===== config.mk =====
export PLATFORM = sky130hd
export DESIGN_NAME = i2c_master_bit_engine_core
export DESIGN_NICKNAME = d
export VERILOG_FILES = /design/src/rtl/i2cm_pkg.sv /design/src/rtl/i2cm_step.sv /design/src/rtl/i2c_master_bit_engine_core.sv
export VERILOG_INCLUDE_DIRS = /design/src /design/src/rtl
export SDC_FILE = /design/constraint.sdc
export NUM_CORES = 1
export LEC_CHECK = 0
export ABC_AREA = 1
export BUFFER_PORTS_ARGS = -buffer_cell sky130_fd_sc_hd__buf_2
export CAP_MARGIN = 20
export CORE_UTILIZATION = 55
export CTS_CLUSTER_SIZE = 30
export DETAILED_ROUTE_END_ITERATION = 8
export PLACE_DENSITY = 0.77
export REMOVE_ABC_BUFFERS = 1
export SYNTH_ARGS = -nofsm -noshare
export SYNTH_HDL_FRONTEND = slang
export SYNTH_HIERARCHICAL = 1
export SYNTH_SLANG_ARGS = --single-unit

===== constraint.sdc =====
create_clock -name clk -period 3 [get_ports clk]
set_clock_uncertainty 0.15 [all_clocks]
set_input_delay 0.15 -clock clk [delete_from_list [all_inputs] [get_ports clk]]
set_output_delay 0.15 -clock clk [all_outputs]
set_load 0.005 [all_outputs]

===== src/rtl/i2c_master_bit_engine_core_macros.svh =====
// Assertion macros for the I2C master bit engine RTL.
`ifndef I2C_MASTER_BIT_ENGINE_CORE_MACROS_SVH
`define I2C_MASTER_BIT_ENGINE_CORE_MACROS_SVH

`ifndef SYNTH

// Same-cycle implication, sampled on clk, quiet during rst
`define I2CM_ASSERT_IMPL(label, ante, cons) \
  label: assert property (@(posedge clk) disable iff (rst) (ante) |-> (cons)) \
    else $error("assertion failed");

// Next-cycle implication, sampled on clk, quiet during rst
`define I2CM_ASSERT_NEXT(label, ante, cons) \
  label: assert property (@(posedge clk) disable iff (rst) (ante) |=> (cons)) \
    else $error("assertion failed");

`else

`define I2CM_ASSERT_IMPL(label, ante, cons)
`define I2CM_ASSERT_NEXT(label, ante, cons)

`endif

`endif


===== src/rtl/i2cm_pkg.sv =====
// Types and constants of the I2C master bit engine.
`timescale 1ns / 1ps

package i2cm_pkg;

  localparam int unsigned DATA_W = 8;
  localparam int unsigned IN_W   = 16;
  localparam int unsigned OUT_W  = 16;
  localparam int unsigned CFG_IDX_W = 2;

  // Command codes
  localparam logic [2:0] OP_NONE  = 3'd0;
  localparam logic [2:0] OP_START = 3'd1;
  localparam logic [2:0] OP_STOP  = 3'd2;
  localparam logic [2:0] OP_WRITE = 3'd3;
  localparam logic [2:0] OP_READ  = 3'd4;

  // Configuration register indexes
  localparam logic [CFG_IDX_W-1:0] REG_SETUP   = 2'd0;
  localparam logic [CFG_IDX_W-1:0] REG_HALF    = 2'd1;
  localparam logic [CFG_IDX_W-1:0] REG_TIMEOUT = 2'd2;

  // Configuration reset values
  localparam logic [7:0] SETUP_RESET   = 8'd4;
  localparam logic [7:0] HALF_RESET    = 8'd2;
  localparam logic [7:0] TIMEOUT_RESET = 8'd250;

  localparam logic [3:0] BITS_PER_BYTE = 4'd8;

  typedef enum logic [3:0] {
    PH_IDLE     = 4'd0,
    PH_ST_A     = 4'd1,
    PH_ST_B     = 4'd2,
    PH_SP_A     = 4'd3,
    PH_SP_B     = 4'd4,
    PH_WR_LOW   = 4'd5,
    PH_WR_HIGH  = 4'd6,
    PH_WR_TAIL  = 4'd7,
    PH_ACK_REL  = 4'd8,
    PH_ACK_WAIT = 4'd9,
    PH_RD_LOW   = 4'd10,
    PH_RD_HIGH  = 4'd11,
    PH_RA_LOW   = 4'd12,
    PH_RA_HIGH  = 4'd13
  } phase_t;

  typedef struct packed {
    logic [7:0] setup_ticks;
    logic [7:0] half_bit_ticks;
    logic [7:0] ack_timeout;
  } cfg_t;

  // Engine state carried from one tick to the next
  typedef struct packed {
    phase_t      phase;
    logic [3:0]  bit_index;
    logic [7:0]  tick;
    logic [7:0]  wait_cnt;
    logic [7:0]  shift_byte;
    logic        ack_choice;
    logic        scl;
    logic        sda;
    logic        en;
    logic        nack;
    logic [7:0]  rx;
  } state_t;

  localparam state_t STATE_RESET = '{
    phase:      PH_IDLE,
    bit_index:  4'd0,
    tick:       8'd0,
    wait_cnt:   8'd0,
    shift_byte: 8'd0,
    ack_choice: 1'b0,
    scl:        1'b1,
    sda:        1'b1,
    en:         1'b1,
    nack:       1'b0,
    rx:         8'd0
  };

  // One tick item; op sits in the lowest bits
  typedef struct packed {
    logic       sda_in;
    logic       send_ack;
    logic [7:0] tx_byte;
    logic [2:0] op;
  } item_t;

endpackage


===== src/rtl/i2cm_step.sv =====
// Next-state logic of the I2C master bit engine for one tick.
`timescale 1ns / 1ps

module i2cm_step (
  input  i2cm_pkg::state_t st,
  input  i2cm_pkg::cfg_t   cfg,
  input  i2cm_pkg::item_t  item,
  output i2cm_pkg::state_t st_next,
  output logic             done
);
  import i2cm_pkg::*;

  logic [7:0] dur;
  logic [8:0] tick_inc;
  logic       elapsed;
  logic       timed;
  logic [3:0] bit_inc;
  logic [7:0] rd_shift;
  phase_t     phase_next;

  // Pick the hold time of the current phase and test whether it has run out
  always_comb begin
    dur = (st.phase == PH_ST_A || st.phase == PH_ST_B ||
           st.phase == PH_SP_A || st.phase == PH_SP_B) ? cfg.setup_ticks
                                                      : cfg.half_bit_ticks;
  end
  assign tick_inc = {1'b0, st.tick} + 9'd1;
  assign elapsed  = (tick_inc >= {1'b0, dur});
  assign timed    = (st.phase != PH_IDLE) && (st.phase != PH_ACK_WAIT);
  assign bit_inc  = st.bit_index + 4'd1;
  assign rd_shift = {st.shift_byte[6:0], item.sda_in};

  // Next phase
  always_comb begin
    phase_next = st.phase;
    unique case (st.phase)
      PH_IDLE: begin
        unique case (item.op)
          OP_START: phase_next = PH_ST_A;
          OP_STOP:  phase_next = PH_SP_A;
          OP_WRITE: phase_next = PH_WR_LOW;
          OP_READ:  phase_next = PH_RD_LOW;
          default:  phase_next = PH_IDLE;
        endcase
      end
      PH_ST_A:    if (elapsed) phase_next = PH_ST_B;
      PH_ST_B:    if (elapsed) phase_next = PH_IDLE;
      PH_SP_A:    if (elapsed) phase_next = PH_SP_B;
      PH_SP_B:    if (elapsed) phase_next = PH_IDLE;
      PH_WR_LOW:  if (elapsed) phase_next = PH_WR_HIGH;
      PH_WR_HIGH: if (elapsed) phase_next = PH_WR_TAIL;
      PH_WR_TAIL: begin
        if (elapsed) phase_next = (bit_inc < BITS_PER_BYTE) ? PH_WR_LOW : PH_ACK_REL;
      end
      PH_ACK_REL: if (elapsed) phase_next = PH_ACK_WAIT;
      PH_ACK_WAIT: begin
        if (!item.sda_in) begin
          phase_next = PH_IDLE;
        end else if (st.wait_cnt >= cfg.ack_timeout) begin
          phase_next = PH_SP_A;
        end
      end
      PH_RD_LOW:  if (elapsed) phase_next = PH_RD_HIGH;
      PH_RD_HIGH: begin
        if (elapsed) phase_next = (bit_inc < BITS_PER_BYTE) ? PH_RD_LOW : PH_RA_LOW;
      end
      PH_RA_LOW:  if (elapsed) phase_next = PH_RA_HIGH;
      PH_RA_HIGH: if (elapsed) phase_next = PH_IDLE;
      default:    phase_next = PH_IDLE;
    endcase
  end

  // Datapath: pins, counters, shift register and flags
  always_comb begin
    st_next       = st;
    st_next.phase = phase_next;
    st_next.tick  = (timed && !elapsed) ? tick_inc[7:0] : 8'd0;
    done          = 1'b0;
    unique case (st.phase)
      PH_IDLE: begin
        unique case (item.op)
          OP_START: begin
            st_next.bit_index = 4'd0;
            st_next.scl = 1'b1;
            st_next.sda = 1'b1;
            st_next.en  = 1'b1;
          end
          OP_STOP: begin
            st_next.bit_index = 4'd0;
            st_next.scl = 1'b1;
            st_next.sda = 1'b0;
            st_next.en  = 1'b1;
          end
          OP_WRITE: begin
            st_next.bit_index  = 4'd0;
            st_next.scl        = 1'b0;
            st_next.en         = 1'b1;
            st_next.sda        = item.tx_byte[7];
            st_next.shift_byte = {item.tx_byte[6:0], 1'b0};
          end
          OP_READ: begin
            st_next.bit_index  = 4'd0;
            st_next.ack_choice = item.send_ack;
            st_next.shift_byte = 8'd0;
            st_next.scl        = 1'b0;
            st_next.en         = 1'b0;
            st_next.sda        = 1'b1;
          end
          default: ;
        endcase
      end
      PH_ST_A: if (elapsed) st_next.sda = 1'b0;
      PH_ST_B: begin
        if (elapsed) begin
          st_next.scl = 1'b0;
          done = 1'b1;
        end
      end
      PH_SP_A: if (elapsed) st_next.sda = 1'b1;
      PH_SP_B: if (elapsed) done = 1'b1;
      PH_WR_LOW:  if (elapsed) st_next.scl = 1'b1;
      PH_WR_HIGH: if (elapsed) st_next.scl = 1'b0;
      PH_WR_TAIL: begin
        if (elapsed) begin
          st_next.bit_index = bit_inc;
          st_next.scl       = 1'b0;
          if (bit_inc < BITS_PER_BYTE) begin
            // put the next data bit on SDA
            st_next.en         = 1'b1;
            st_next.sda        = st.shift_byte[7];
            st_next.shift_byte = {st.shift_byte[6:0], 1'b0};
          end else begin
            // release SDA for the slave ACK
            st_next.en  = 1'b0;
            st_next.sda = 1'b1;
          end
        end
      end
      PH_ACK_REL: begin
        if (elapsed) begin
          st_next.scl      = 1'b1;
          st_next.wait_cnt = 8'd0;
        end
      end
      PH_ACK_WAIT: begin
        if (!item.sda_in) begin
          st_next.scl  = 1'b0;
          st_next.nack = 1'b0;
          done = 1'b1;
        end else if (st.wait_cnt >= cfg.ack_timeout) begin
          // give up and issue a stop
          st_next.nack = 1'b1;
          st_next.sda  = 1'b0;
          st_next.scl  = 1'b1;
          st_next.en   = 1'b1;
        end else begin
          st_next.wait_cnt = st.wait_cnt + 8'd1;
        end
      end
      PH_RD_LOW: if (elapsed) st_next.scl = 1'b1;
      PH_RD_HIGH: begin
        if (elapsed) begin
          st_next.shift_byte = rd_shift;
          st_next.bit_index  = bit_inc;
          st_next.scl        = 1'b0;
          if (!(bit_inc < BITS_PER_BYTE)) begin
            // latch the byte and drive ACK or NACK
            st_next.rx  = rd_shift;
            st_next.en  = 1'b1;
            st_next.sda = ~st.ack_choice;
          end
        end
      end
      PH_RA_LOW: if (elapsed) st_next.scl = 1'b1;
      PH_RA_HIGH: begin
        if (elapsed) begin
          st_next.scl = 1'b0;
          done = 1'b1;
        end
      end
      default: ;
    endcase
  end

endmodule


===== src/rtl/i2c_master_bit_engine_core.sv =====
// Top level of the I2C master bit engine: state, configuration and result register.
`timescale 1ns / 1ps
`include "i2c_master_bit_engine_core_macros.svh"

// Usage:
//   Each item on the s_ channel is one bus tick: a command code (taken only
//   while idle), the byte to write, the ACK choice for a read and the sampled
//   SDA level. Each accepted item yields exactly one item on the m_ channel
//   with the pin levels, SDA enable, busy, a done pulse, the last received
//   byte and the missing-ACK flag, all as they stand after that tick.
//   Edge timing is set through the cfg_ port: 0 setup ticks, 1 half-bit
//   ticks, 2 ACK timeout. Write it only while the engine is idle.
//   An accepted item's result is registered and shown in the next cycle; one
//   item is taken per cycle, set by the single state update of the bit sequencer.
//   When the receiver stalls, the result is held in the output register and
//   s_tready drops until it is taken; no tick is lost or repeated.
//   Reset (rst, synchronous) returns the engine to idle with SCL and SDA high
//   and driven, loads the default timing and empties the output register.
module i2c_master_bit_engine_core (
  input  logic                            clk,
  input  logic                            rst,
  // op[2:0], tx_byte[10:3], send_ack[11], sda_in[12], zero fill above
  input  logic [i2cm_pkg::IN_W-1:0]       s_tdata,
  input  logic                            s_tvalid,
  output logic                            s_tready,
  // scl_level[0], sda_level[1], sda_enable[2], busy_res[3], done_res[4],
  // rx_byte[12:5], ack_missing[13], zero fill above
  output logic [i2cm_pkg::OUT_W-1:0]      m_tdata,
  output logic                            m_tvalid,
  input  logic                            m_tready,
  input  logic                            cfg_we,
  input  logic [i2cm_pkg::CFG_IDX_W-1:0]  cfg_index,
  input  logic [i2cm_pkg::DATA_W-1:0]     cfg_data
);
  import i2cm_pkg::*;

  state_t st;
  state_t st_next;
  cfg_t   cfg;
  item_t  item;
  logic   done;
  logic   accept;

  assign item     = s_tdata[$bits(item_t)-1:0];
  assign s_tready = !m_tvalid || m_tready;
  assign accept   = s_tvalid && s_tready;

  i2cm_step u_step (
    .st      (st),
    .cfg     (cfg),
    .item    (item),
    .st_next (st_next),
    .done    (done)
  );

  // Write configuration registers
  always_ff @(posedge clk) begin
    if (rst) begin
      cfg.setup_ticks    <= SETUP_RESET;
      cfg.half_bit_ticks <= HALF_RESET;
      cfg.ack_timeout    <= TIMEOUT_RESET;
    end else if (cfg_we) begin
      case (cfg_index)
        REG_SETUP:   cfg.setup_ticks    <= cfg_data;
        REG_HALF:    cfg.half_bit_ticks <= cfg_data;
        REG_TIMEOUT: cfg.ack_timeout    <= cfg_data;
        default: ;
      endcase
    end
  end

  // Advance the engine state on each accepted tick
  always_ff @(posedge clk) begin
    if (rst) begin
      st <= STATE_RESET;
    end else if (accept) begin
      st <= st_next;
    end
  end

  // Hold the result until the receiver takes it
  always_ff @(posedge clk) begin
    if (rst) begin
      m_tvalid <= 1'b0;
    end else if (accept) begin
      m_tvalid <= 1'b1;
    end else if (m_tready) begin
      m_tvalid <= 1'b0;
    end
  end

  always_ff @(posedge clk) begin
    if (accept) begin
      m_tdata <= {2'b00, st_next.nack, st_next.rx, done,
                  (st_next.phase != PH_IDLE), st_next.en, st_next.sda, st_next.scl};
    end
  end

  `I2CM_ASSERT_IMPL(a_done_not_busy, m_tvalid && m_tdata[4], !m_tdata[3])
  `I2CM_ASSERT_NEXT(a_accept_gives_result, accept, m_tvalid)
  `I2CM_ASSERT_IMPL(a_ack_wait_pins, st.phase == PH_ACK_WAIT, st.scl && !st.en)
  `I2CM_ASSERT_IMPL(a_read_released, st.phase == PH_RD_LOW || st.phase == PH_RD_HIGH, !st.en)
  `I2CM_ASSERT_IMPL(a_idle_tick_clear, st.phase == PH_IDLE, st.tick == 8'd0)

endmodule


==> key figures <==
STA
  – Max-slew violations: 0
  – Fin. Hold Viols: 0
  – Slew @ Worst Pin: 0.5400 ns
  – Setup TNS: 0 ns
  – Headroom to the max-slew limit: 64.00%
  – Period utilization: between 90 and 100%
  – Worst hold margin: 0.06030 ns
  – # setup viols final: 0
  – Fin crit period: between 2 and 3 ns
  – Unrepaired setup endpoints after global routing: yes
  – Max Clk Rate: between 300 and 400 MHz

Setup path
  – Crit-path most repeated cell: nand2_2
  – Worst R2R Start: st[43]
  – Top delay family on crit path: simple AND/OR/NAND/NOR gates
  – Capturing point of the worst reg2reg path: m_tdata[3]
  – CP peak stage delay: between 0.3 and 0.4 ns
  – Worst path cell trace: inv_2 > nor2_2 > nand2_2 > o21ai_4 > buf_12 > mux2i_2 > ha_1 > nand2_1 > nand2_1 > nand2_2 > nand3_2 > nand2_2 > nand2_2 > nand2_4 > nand2_8 > nand3_4 > nand3_2 > nor2_2 > nand2_1 > inv_2 > nand4_1
  – Worst path required time: 2.98 ns
  – Arrival time worst endpoint: 2.94 ns
  – Crit end category: flip-flop
  – Largest fanout on the critical path: 6
  – Critical Path Stages: 21
  – Worst Path Buf+Inv: 3
  – Critical path class: reg -> reg
  – Slowest CP cell: dfxtp_4
  – R2R Setup Slk: 0.04 ns
  – CP Launch Type: flip-flop
  – R2R cell count: 21

Power and ir drop
  – Peak VDD IR: 0.3601 mV
  – Power, Total: approximately 3400 uW
  – PD cells: 481.2 nW/um^2
  – Leak: between 0.003 and 0.004 uW

Logic synthesis
  – Register bit total from synthesis: 84
  – Synthesized area: approximately 6000 um^2
  – Sequential area share after synthesis: between 30% and 40%
  – Synthesis Warnings: 6
  – Avg Cell Area, Syn: 6.449 um^2
  – Async SR Flop Fraction: 0%
  – Synth Flop Type: dfxtp_1
  – Number of flops mapped to enable cells by yosys: 14
  – Synth cell types: 46
  – Post-Syn Instances: 927

Route
  – Post-route ant nets: 0
  – Vias/cell: 5.333
  – Drt wl/cell: 13.05 um
  – Initial DRC Count: 355
  – Total Wirelength: 14720 um
  – DRC viols: 0
  – Via count: about 6000
  – Drt pass-1 iters: 5

Global routing
  – GRT overflow: 0
  – Initial antenna violation count: 0
  – Global-route wire length before repair: between 20000 and 25000 um
  – Largest net degree at the start of global routing: 56
  – Vias in the first global route: 5211
  – GRT Util Overall: 26.40%

Clock tree
  – Number of H-tree levels: 3
  – CTS clock-pin slew for the worst setup and hold paths: roughly 0.090 ns
  – Clock Sinks: 84
  – Clk_lat worst skew: 0.38 ns
  – CTS Buffer Depth: 2
  – Total CTS buffers: 9
  – CTS tree: built
  – Root Driver: clkbuf_8

Die
  – Die Span Y: 106.3 um
  – Die width: around 110 um
  – Die area: 11290 um^2
  – Ports: 49
  – Site Rows: 37
  – Initial core utilization: 57.39%
  – Core area: between 10000 and 15000 um^2

Place
  – IO Port Bufs: 43
  – GPL Wtd Cong: 0.9464
  – Detailed Place HPWL: 9665 um

Final layout
  – Reg area: 1832 um^2
  – Share of cells above drive strength 1: 20.26%
  – P&R area growth vs syn: 17.79%
  – # diodes: 0
  – Fillers: 964
  – Multi-input logic area: 3632 um^2
  – Number of nets in the layout: 1037

Hold path
  – Hold Path End: st[15]
  – Worst hold start: s_tdata[4]
  – Hold Path Class: in -> reg
  – Hold Path Depth: 7

Status
  – Outcome: complete, no violations

Flow run
  – Max-cap violations: 0
[flip-flops by register name (all words and copies together), names as in the netlist]
name      count
st           45
cfg          24
m_tdata      14
m_tvalid      1
[layout by cell type (no fill, tap or decap), types with 7 or more instances in the layout]
cell type / synthesis / routed
edfxtp_1: 14 / 14
o21ai_4: 1 / 7
nor2_4: 9 / 9
inv_1: 119 / 114
nand3_1: 117 / 108
ha_1: 19 / 18
buf_4: 4 / 27
clkbuf_8: 0 / 10
nand2_2: 8 / 20
nand2_1: 226 / 211
o21ai_0: 17 / 17
nand3_2: 6 / 14
dfxtp_1: 70 / 66
nor2_1: 104 / 101
buf_2: 26 / 43
o21ai_1: 16 / 7
inv_2: 16 / 20
a21oi_1: 62 / 60
nand4_1: 23 / 23
dlygate4sd3_1: 0 / 12
[through the flow]
stage / instances / area [um^2] / setup slack (ns) / utilization [%]
after floorplan: 885 / 5732 / -0.1157 / -
after global placement: 1090 / 6337 / 0.08421 / 60.84
after detailed placement: 1090 / 6337 / 0.001530 / 60.84
after CTS: 1118 / 6659 / 0.02200 / 63.93
after global routing: 1128 / 7042 / -0.1625 / 67.60
final: 1128 / 7042 / 0.04179 / 67.60
[report_power, final]
| part | total [uW] | switching (uW) | internal [uW] |
|---|---|---|---|
| clock network | 845 | 434 | 411 |
| logic | 1230 | 730 | 498 |
| registers | 1320 | 73.1 | 1240 |
[layer usage]
metal / vias up / global-route usage [%] / wire length (um)
met5: - / 0 / 0
met1: 2701 / 32.67 / 6516
met4: 0 / 12.30 / 371
met2: 167 / 43.60 / 7072
li1: 3120 / - / -
met3: 28 / 5.702 / 756
[layout make-up]
cell class | instances | area share [%]
Multi-Input combinational cell | 664 | 51.58
Sequential cell | 84 | 26.01
Timing Repair Buffer | 90 | 9.684
Inverter | 138 | 7.463
Tap cell | 136 | 2.416
Clock buffer | 11 | 2.008
Clock inverter | 5 | 0.8351
[worst max path at each step]
stage	from	slack, ns	end
floorplan	st[44]	-0.12	st[22]
global placement	st[43]	0.08	st[37]
detailed placement	st[43]	0.002	st[37]
CTS	st[42]	0.02	st[37]
global route	st[43]	-0.16	st[23]
finish	st[43]	0.04	m_tdata[3]
[cell families (layout without fill, tap and decap cells)]
| kind of cell | Yosys count | after routing | synth area share (%) |
|---|---|---|---|
| AO/OA/AOI/OAI | 115 | 115 | 10.78 |
| XOR/XNOR | 5 | 5 | 0.7327 |
| adder cells (fa/ha/maj) | 19 | 19 | 3.977 |
| buffers and inverters | 181 | 244 | 12.89 |
| flip-flops | 84 | 84 | 30.47 |
| multiplexers | 8 | 8 | 1.360 |
| other | 1 | 2 | 0.06273 |
| AND/OR/NAND/NOR | 514 | 515 | 39.72 |
[synth_stat cells (all sizes together) (2+ instances only)]
master | number | share of area, %
a21oi | 63 | 5.3
nor2 | 118 | 9.2
xor2 | 3 | 0.44
inv | 136 | 8.6
nand4 | 23 | 2.4
edfxtp | 14 | 7.0
nand3 | 124 | 11
a32oi | 5 | 0.73
o21a | 2 | 0.25
dfxtp | 70 | 23
o22ai | 2 | 0.21
ha | 19 | 4.0
xnor2 | 2 | 0.29
nor3 | 8 | 0.75
o21ai | 37 | 3.5
clkbuf | 8 | 0.50
mux2i | 7 | 1.2
clkinv | 2 | 0.13
o211ai | 3 | 0.38
buf | 35 | 3.7
nor4 | 2 | 0.21
nand2 | 238 | 16
[repair_timing]
item | in CTS | in global routing
setup buffers | 0 | 6
cloned | 0 | 4
hold buffers | 12 | 0
resized for setup | 1 | 73
setup endpoints to repair | 1 | 54
pin swaps | 0 | 24
endpoints found under the hold margin | 25 | 0
[worst reg2reg max path, stage by stage (launching register included)]
cell and delay (ns):
dfxtp_4 0.38, inv_2 0.05, nor2_2 0.12, nand2_2 0.09, o21ai_4 0.09, buf_12 0.15
mux2i_2 0.22, ha_1 0.27, nand2_1 0.06, nand2_1 0.06, nand2_2 0.06, nand3_2 0.07
nand2_2 0.06, nand2_2 0.06, nand2_4 0.14, nand2_8 0.10, nand3_4 0.14, nand3_2 0.10
nor2_2 0.10, nand2_1 0.07, inv_2 0.06, nand4_1 0.09
(Power assumes the default switching activity.)
